===== src/sv/bspq_pkg.sv =====
// bspq_pkg: shared codes and types for the bounded stable priority queue
// used by the cell, the top level and the port checker; depends on nothing
package bspq_pkg;

   // request codes; any other code is a status query
   localparam logic [1:0] REQ_ENQUEUE = 2'd0;
   localparam logic [1:0] REQ_DEQUEUE = 2'd1;
   localparam logic [1:0] REQ_QUERY   = 2'd2;

   // error codes
   localparam logic [1:0] ERR_OK    = 2'd0;
   localparam logic [1:0] ERR_FULL  = 2'd1;
   localparam logic [1:0] ERR_EMPTY = 2'd2;

   // width of the capacity limit register
   localparam int LIMIT_BITS = 5;
   localparam logic [LIMIT_BITS-1:0] LIMIT_RESET = 5'd16;

   // per-cell control from the row controller
   typedef struct packed {
      logic enq;
      logic deq;
      logic occupied;
   } cell_ctl_type;

endpackage


===== src/sv/bspq_cell.sv =====
// bspq_cell: one slot of the sorted row, holds a word and its biased key
// depends on bspq_pkg (cell_ctl_type)
module bspq_cell #(
   parameter int VALUE_BITS = 32,
   parameter int KEY_BITS   = 8
) (
   input  logic                      clock,
   input  bspq_pkg::cell_ctl_type    ctl,
   input  logic [VALUE_BITS-1:0]     new_value,
   input  logic [KEY_BITS-1:0]       new_key,
   input  logic [VALUE_BITS-1:0]     prev_value,
   input  logic [KEY_BITS-1:0]       prev_key,
   input  logic                      prev_displace,
   input  logic [VALUE_BITS-1:0]     next_value,
   input  logic [KEY_BITS-1:0]       next_key,
   output logic                      displace,
   output logic [VALUE_BITS-1:0]     value_q,
   output logic [KEY_BITS-1:0]       key_q,
   output logic [VALUE_BITS-1:0]     nxt_value,
   output logic [KEY_BITS-1:0]       nxt_key
);

   logic [VALUE_BITS-1:0] value_ff;
   logic [VALUE_BITS-1:0] value_in;
   logic [KEY_BITS-1:0]   key_ff;
   logic [KEY_BITS-1:0]   key_in;

   // new word goes below every held word of equal or higher key
   assign displace = !(ctl.occupied && (key_ff >= new_key));

   always_comb begin
      value_in = value_ff;
      key_in   = key_ff;
      if (ctl.enq && displace) begin
         if (prev_displace) begin
            value_in = prev_value;
            key_in   = prev_key;
         end else begin
            value_in = new_value;
            key_in   = new_key;
         end
      end else if (ctl.deq) begin
         value_in = next_value;
         key_in   = next_key;
      end
   end

   always_ff @(posedge clock) begin
      value_ff <= value_in;
      key_ff   <= key_in;
   end

   assign value_q   = value_ff;
   assign key_q     = key_ff;
   assign nxt_value = value_in;
   assign nxt_key   = key_in;

endmodule


===== src/sv/bounded_stable_priority_queue_unit.sv =====
// bounded_stable_priority_queue_unit: sorted row of cells with count and limit control
// depends on bspq_pkg and bspq_cell
//
//   channel | ports            | direction | word
//   req     | req_valid/stall  | in        | req_type, req_item_value, req_item_priority
//   rsp     | rsp_valid/stall  | out       | front, flags, count, error code
//   csr     | csr_wr_en/data   | in        | capacity limit, no read-back
//
// for every request the whole row compares against the new key
// in parallel and each cell loads from its neighbor, the new word or itself.
// the response is registered and shows in the cycle after acceptance.
// one request per cycle; req_stall is high only while a response waits under rsp_stall.
// synchronous reset empties the queue and sets the limit to 16; cell contents stay.
module bounded_stable_priority_queue_unit #(
   parameter int CAPACITY      = 16,
   parameter int PRIORITY_BITS = 8,
   parameter int VALUE_BITS    = 32
) (
   input  logic                                   clock,
   input  logic                                   reset,
   input  logic                                   req_valid,
   output logic                                   req_stall,
   input  logic [1:0]                             req_type,
   input  logic signed [VALUE_BITS-1:0]           req_item_value,
   input  logic signed [PRIORITY_BITS-1:0]        req_item_priority,
   output logic                                   rsp_valid,
   input  logic                                   rsp_stall,
   output logic signed [VALUE_BITS-1:0]           rsp_front_value,
   output logic signed [PRIORITY_BITS-1:0]        rsp_front_priority,
   output logic                                   rsp_is_empty,
   output logic                                   rsp_is_full,
   output logic [$clog2(CAPACITY+1)-1:0]          rsp_entry_count,
   output logic [1:0]                             rsp_error_code,
   input  logic                                   csr_wr_en,
   input  logic [bspq_pkg::LIMIT_BITS-1:0]        csr_wr_data
);

   localparam int CountBits = $clog2(CAPACITY + 1);
   localparam int CmpBits   = (CountBits > bspq_pkg::LIMIT_BITS) ?
                              CountBits : bspq_pkg::LIMIT_BITS;

   logic [bspq_pkg::LIMIT_BITS-1:0] limit_ff;
   logic [CountBits-1:0]            count_ff;
   logic [CountBits-1:0]            count_in;
   logic                            rsp_valid_ff;
   logic                            rsp_valid_in;

   logic [VALUE_BITS-1:0]    front_value_ff;
   logic [VALUE_BITS-1:0]    front_value_in;
   logic [PRIORITY_BITS-1:0] front_prio_ff;
   logic [PRIORITY_BITS-1:0] front_prio_in;
   logic                     empty_ff;
   logic                     empty_in;
   logic                     full_ff;
   logic                     full_in;
   logic [CountBits-1:0]     rsp_count_ff;
   logic [1:0]               err_ff;
   logic [1:0]               err_in;

   logic                     req_accept;
   logic [CmpBits-1:0]       limit_ext;
   logic [CmpBits-1:0]       eff_limit;
   logic                     full_now;
   logic                     do_enq;
   logic                     do_deq;
   logic [PRIORITY_BITS-1:0] new_key;

   logic [VALUE_BITS-1:0]    cell_value [CAPACITY];
   logic [PRIORITY_BITS-1:0] cell_key   [CAPACITY];
   logic [VALUE_BITS-1:0]    cell_nxt_value [CAPACITY];
   logic [PRIORITY_BITS-1:0] cell_nxt_key   [CAPACITY];
   logic                     cell_displace  [CAPACITY];

   assign req_stall  = rsp_valid_ff && rsp_stall;
   assign req_accept = req_valid && !req_stall;

   // limit saturates at the row length
   assign limit_ext = CmpBits'(limit_ff);
   assign eff_limit = (limit_ext > CmpBits'(CAPACITY)) ? CmpBits'(CAPACITY) : limit_ext;
   assign full_now  = CmpBits'(count_ff) >= eff_limit;

   // biased key: sign bit flipped so unsigned compare gives signed order
   assign new_key = {~req_item_priority[PRIORITY_BITS-1],
                     req_item_priority[PRIORITY_BITS-2:0]};

   always_comb begin
      do_enq = 1'b0;
      do_deq = 1'b0;
      err_in = bspq_pkg::ERR_OK;
      case (req_type)
         bspq_pkg::REQ_ENQUEUE: begin
            if (full_now) err_in = bspq_pkg::ERR_FULL;
            else          do_enq = req_accept;
         end
         bspq_pkg::REQ_DEQUEUE: begin
            if (count_ff == '0) err_in = bspq_pkg::ERR_EMPTY;
            else                do_deq = req_accept;
         end
         default: begin
            err_in = bspq_pkg::ERR_OK;
         end
      endcase
   end

   always_comb begin
      count_in = count_ff;
      if (do_enq)      count_in = count_ff + CountBits'(1);
      else if (do_deq) count_in = count_ff - CountBits'(1);
   end

   generate
      for (genvar gi = 0; gi < CAPACITY; gi++) begin : g_cell
         bspq_pkg::cell_ctl_type   ctl;
         logic [VALUE_BITS-1:0]    prev_value;
         logic [PRIORITY_BITS-1:0] prev_key;
         logic                     prev_displace;
         logic [VALUE_BITS-1:0]    next_value;
         logic [PRIORITY_BITS-1:0] next_key;

         assign ctl.enq      = do_enq;
         assign ctl.deq      = do_deq;
         assign ctl.occupied = count_ff > CountBits'(gi);

         if (gi == 0) begin : g_head
            assign prev_value    = req_item_value;
            assign prev_key      = new_key;
            assign prev_displace = 1'b0;
         end else begin : g_body
            assign prev_value    = cell_value[gi-1];
            assign prev_key      = cell_key[gi-1];
            assign prev_displace = cell_displace[gi-1];
         end

         if (gi == CAPACITY - 1) begin : g_tail
            assign next_value = cell_value[gi];
            assign next_key   = cell_key[gi];
         end else begin : g_link
            assign next_value = cell_value[gi+1];
            assign next_key   = cell_key[gi+1];
         end

         bspq_cell #(
            .VALUE_BITS (VALUE_BITS),
            .KEY_BITS   (PRIORITY_BITS)
         ) u_cell (
            .clock         (clock),
            .ctl           (ctl),
            .new_value     (req_item_value),
            .new_key       (new_key),
            .prev_value    (prev_value),
            .prev_key      (prev_key),
            .prev_displace (prev_displace),
            .next_value    (next_value),
            .next_key      (next_key),
            .displace      (cell_displace[gi]),
            .value_q       (cell_value[gi]),
            .key_q         (cell_key[gi]),
            .nxt_value     (cell_nxt_value[gi]),
            .nxt_key       (cell_nxt_key[gi])
         );
      end
   endgenerate

   // response fields reflect the state after the request
   always_comb begin
      empty_in       = (count_in == '0);
      full_in        = CmpBits'(count_in) >= eff_limit;
      front_value_in = '0;
      front_prio_in  = '0;
      if (!empty_in) begin
         front_value_in = cell_nxt_value[0];
         front_prio_in  = {~cell_nxt_key[0][PRIORITY_BITS-1],
                           cell_nxt_key[0][PRIORITY_BITS-2:0]};
      end
   end

   assign rsp_valid_in = req_accept || (rsp_valid_ff && rsp_stall);

   always_ff @(posedge clock) begin
      if (reset) begin
         limit_ff     <= bspq_pkg::LIMIT_RESET;
         count_ff     <= '0;
         rsp_valid_ff <= 1'b0;
      end else begin
         if (csr_wr_en) limit_ff <= csr_wr_data;
         count_ff     <= count_in;
         rsp_valid_ff <= rsp_valid_in;
      end
   end

   always_ff @(posedge clock) begin
      if (req_accept) begin
         front_value_ff <= front_value_in;
         front_prio_ff  <= front_prio_in;
         empty_ff       <= empty_in;
         full_ff        <= full_in;
         rsp_count_ff   <= count_in;
         err_ff         <= err_in;
      end
   end

   assign rsp_valid          = rsp_valid_ff;
   assign rsp_front_value    = front_value_ff;
   assign rsp_front_priority = front_prio_ff;
   assign rsp_is_empty       = empty_ff;
   assign rsp_is_full        = full_ff;
   assign rsp_entry_count    = rsp_count_ff;
   assign rsp_error_code     = err_ff;

endmodule


===== config.mk =====
export PLATFORM = sky130hd
export DESIGN_NAME = bounded_stable_priority_queue_unit
export DESIGN_NICKNAME = d
export VERILOG_FILES = /design/src/sv/bspq_pkg.sv /design/src/sv/bspq_cell.sv /design/src/sv/bounded_stable_priority_queue_unit.sv
export SDC_FILE = /design/constraint.sdc
export NUM_CORES = 2
export LEC_CHECK = 0
export ABC_AREA = 1
export ABC_CLOCK_PERIOD_IN_PS = 11050
export BUFFER_PORTS_ARGS = -buffer_cell sky130_fd_sc_hd__buf_2
export CORE_MARGIN = 5
export CORE_UTILIZATION = 65
export CTS_CLUSTER_SIZE = 12
export DETAILED_ROUTE_END_ITERATION = 8
export PLACE_DENSITY = 0.83
export SLEW_MARGIN = 20
export SYNTH_ARGS = -nofsm -noshare
export SYNTH_HDL_FRONTEND = slang
export SYNTH_SLANG_ARGS = --single-unit

===== constraint.sdc =====
create_clock -name clock -period 11.05 [get_ports clock]
set_clock_uncertainty 0.15 [all_clocks]
set_input_delay 1.105 -clock clock [delete_from_list [all_inputs] [get_ports clock]]
set_output_delay 1.105 -clock clock [all_outputs]
set_load 0.005 [all_outputs]

==> flow_summary_export.csv <==
group,metric,value,unit
cells_and_area,antenna_cells,0,
synthesis,synthCells,4865,
power,clockPowerShare,38.6,%
cells_and_area,area_delta_synth_final,7.92,%
clock_tree,clk_pin_slew,0.06,ns
worst_setup_path,cpMostUsedCell,"buf_4",
worst_setup_path,reg2reg_from,"count_ff[3]",
synthesis,synth-adder-area-share,4.61,%
routing,dr.first_iter.drc_count,3962,
worst_setup_path,cp_cell_sequence,"buf_2 > ha_1 > a21oi_1 > o21a_1 > nand3_1 > nand2_2 > buf_4 > inv_1 > nor2_2 > buf_4 > inv_2 > nand2_1 > buf_4",
sta,slew_viol_final,0,
synthesis,yosys.area_share.simple,27.7,%
power,internal-power,4810,µW
worst_setup_path,critPathTopFamily,"buffers and inverters",
cells_and_area,multi_input_area,0.0162,mm²
place,gp_congestion,0.923,
synthesis,synth.area.mux_share,0,%
synthesis,yosys_warnings,0,
clock_tree,insertion_delay,0.62,ns
die,die_y,254,µm
die,dieArea,0.0646,mm²
synthesis,synthFlopType,"edfxtp_1",
flow_run,drv_cap,0,
sta,post-route-min-period,5.01,ns
synthesis,synth_fp_nets,5060,
worst_setup_path,crit_start,"req_item_priority[7]",
clock_tree,clockRootBuffer,"clkbuf_16",
worst_setup_path,cp_data_required_time,11.19,ns
outcome,status,"complete, no violations",
clock_tree,hold_buffers,0,
worst_setup_path,crit_path_start_kind,"input pin",
power,p_sw_share,25.3,%
power,pwr-share-seq,49.6,%
routing,drt-total-wl,92.1,mm
routing,drt_first_pass_iters,8,
synthesis,ys_async_sr_fraction,0,%
worst_setup_path,critPathSlowestCell,"nand2_1",
clock_tree,cts_resized,0,
synthesis,ys_ff_latch,700,
global_route,grtUsageTotal,28.0,%
synthesis,avgSynthCellArea,7.97,µm²
sta,setup-violations-final,0,
power,ir_drop,0.153,mV
clock_tree,numCtsBuffers,76,
sta,max_freq,0.200,GHz
worst_setup_path,worstPathArrival,5.14,ns
sta,period_share,45.3,%
global_route,grt_max_degree,109,
die,coreArea,0.0590,mm²
worst_setup_path,rr_endpoint,"g_cell[12].u_cell.value_q[13]",
global_route,grt_pass1_vias,29088,
routing,routed-via-count,31860,
global_route,grt_pass1_wl,151,mm
power,p_leak,0.0199,µW
power,p_comb_share,11.8,%
routing,vias_per_cell,5.66,
routing,ant_nets,0,
die,start_util,65.7,%
cells_and_area,fillers,4574,
hold_path,hold_class,"reg2reg",
synthesis,synth_compound_area_share,9.33,%
worst_setup_path,crit_fanout,80,
routing,wl_per_cell,16.4,µm
synthesis,synth_edf_count,649,
worst_setup_path,crit_cells,13,
cells_and_area,layout.cells.non_filler,5629,
sta,grt_setup_unrepaired,"no",
clock_tree,clock-sinks,700,
synthesis,ys_seq_area_share,52.9,%
global_route,grt.overflow.total,0,
die,die_w,254,µm
clock_tree,post_cts_buffers,0,
worst_setup_path,rrSetupSlack,6.34,ns
place,dp.cells,5494,
worst_setup_path,path_class,"in2reg",
synthesis,yosys-top-cells-area,"edfxtp_1, nand2_1, o21ai_0",
sta,hold_viol_final,0,
power,power.density,154,mW/mm²
worst_setup_path,cp-end-kind,"register",
cells_and_area,final_util,70.9,%
sta,final.setup.tns,0,ns
synthesis,synth_top_family_by_area,"simple AND/OR/NAND/NOR gates",
place,dp_hpwl,63.1,mm
power,netSwitchingPower,1630,µW
synthesis,synth_area_leader_cell,"edfxtp_1",
cells_and_area,drive_gt1_share,6.53,%
sta,slew-limit-headroom,29.5,%
worst_setup_path,cp_num_buf_inv,6,
synthesis,ys_types,35,
place,port_buffers,102,
routing,drc,0,
synthesis,syn_area,0.0388,mm²
clock_tree,clock_path_buffers,3,
global_route,antenna_found_initial,0,
worst_setup_path,slowest_delay,0.62,ns
die,ioPinCount,103,
clock_tree,cts_tree,"built",
die,rows,89,
clock_tree,htree_levels,3,
cells_and_area,final_nets,4994,
cells_and_area,regArea,0.0205,mm²
synthesis,synth-xor-area-share,0.0452,%
synthesis,synth_top_area_share,50.3,%
sta,tightest_slew,1.06,ns
worst_setup_path,worst_r2r_path_depth,9,
worst_setup_path,endpoint,"g_cell[10].u_cell.value_q[16]",
-- power by group through the flow --
stage	Combinational, µW	Sequential, µW	Clock (µW)
4_1_cts	756	3190	2500
6_report	762	3200	2490
2_1_floorplan	556	3220	0
5_1_grt	879	3210	2610
3_5_place_dp	748	3240	0
3_3_place_gp	714	3240	0
-- worst min-delay path, stage by stage (launching register included) --
cell     delay [ns]
dfxtp_1        0.33
nand2_1        0.07
a21oi_1        0.05
-- cells by family after synthesis --
family          after synthesis
flops                       700
xor+xnor                      2
simple gates               2784
buf+inv                     526
fa+ha+maj                   143
compound gates              710
-- worst min path at each step --
stage	depth (start not counted)	endpoint	slack, ns	start
after global placement	2	limit_ext[2]	0.32	limit_ext[2]
after floorplan	2	limit_ext[3]	0.30	limit_ext[3]
after CTS	2	limit_ext[2]	0.34	limit_ext[2]
after detailed placement	2	limit_ext[2]	0.33	limit_ext[2]
after global routing	2	limit_ext[2]	0.35	limit_ext[2]
final	2	limit_ext[2]	0.34	limit_ext[2]
-- cells in the final DEF (no fill, tap or decap), types with 2 or more instances in the layout --
cell type,count
bufinv_16,5
dfxtp_1,51
clkinv_1,16
buf_4,56
o21bai_1,2
o21ai_0,608
nor2_2,13
ha_1,143
nand2_1,2578
clkbuf_1,22
o21ai_1,6
nor2_1,38
nand3_1,107
clkbuf_8,4
nand4_1,22
inv_2,26
nand2_2,15
clkinv_2,7
o21a_1,17
a211oi_1,2
buf_2,102
clkbuf_16,80
a21oi_1,69
nor3_1,3
inv_1,198
xor2_1,2
edfxtp_1,649
-- sequential cells by signal, indices dropped and copies added, names as in the netlist --
register	cells
limit_ext	5
rsp_valid	1
rsp_error_code	2
rsp_front_value	32
rsp_is_empty	1
g_cell.u_cell.key_q	128
rsp_is_full	1
rsp_front_priority	8
g_cell.u_cell.value_q	512
rsp_entry_count	5
count_ff	5
-- layer usage --
layer / GRT usage, % / routed length [µm] / up-vias
met1: 42.3 / 40800 / 14367
met2: 42.7 / 40200 / 1562
met3: 4.65 / 8870 / 184
met4: 7.70 / 2170 / 0
li1: - / - / 15747
met5: 0 / 0 / -
-- synthesized netlist by cell type, types with 3 or more instances --
| cell | n |
|---|---|
| edfxtp_1 | 649 |
| nand4_1 | 22 |
| inv_1 | 201 |
| ha_1 | 143 |
| buf_2 | 112 |
| inv_2 | 23 |
| dfxtp_1 | 51 |
| nand2_1 | 2591 |
| a21oi_1 | 70 |
| o21ai_1 | 6 |
| nand3_1 | 107 |
| buf_1 | 11 |
| o21a_1 | 17 |
| o21ai_0 | 608 |
| nand2_2 | 3 |
| nor2_1 | 41 |
| clkbuf_1 | 178 |
| nor2_2 | 10 |
| nor3_1 | 3 |
-- through the flow --
| step | hold WS (ns) | total power, µW | cell area, µm² | setup WS [ns] |
|---|---|---|---|---|
| after floorplan | 0.302 | 3770 | 38800 | 5.95 |
| after global placement | 0.325 | 3950 | 39500 | 5.55 |
| after detailed placement | 0.331 | 3990 | 39500 | 5.42 |
| after CTS | 0.340 | 6450 | 41900 | 6.05 |
| after global routing | 0.353 | 6700 | 41900 | 5.66 |
| final | 0.343 | 6440 | 41900 | 6.04 |
-- final cells by class --
class | count | share of cell area, %
Sequential cell | 700 | 49.0
Multi-Input combinational cell | 3639 | 38.7
Clock buffer | 106 | 5.11
Tap cell | 773 | 2.31
Timing Repair Buffer | 158 | 2.22
Inverter | 224 | 2.01
Clock inverter | 29 | 0.607
(Power assumes the default switching activity.)
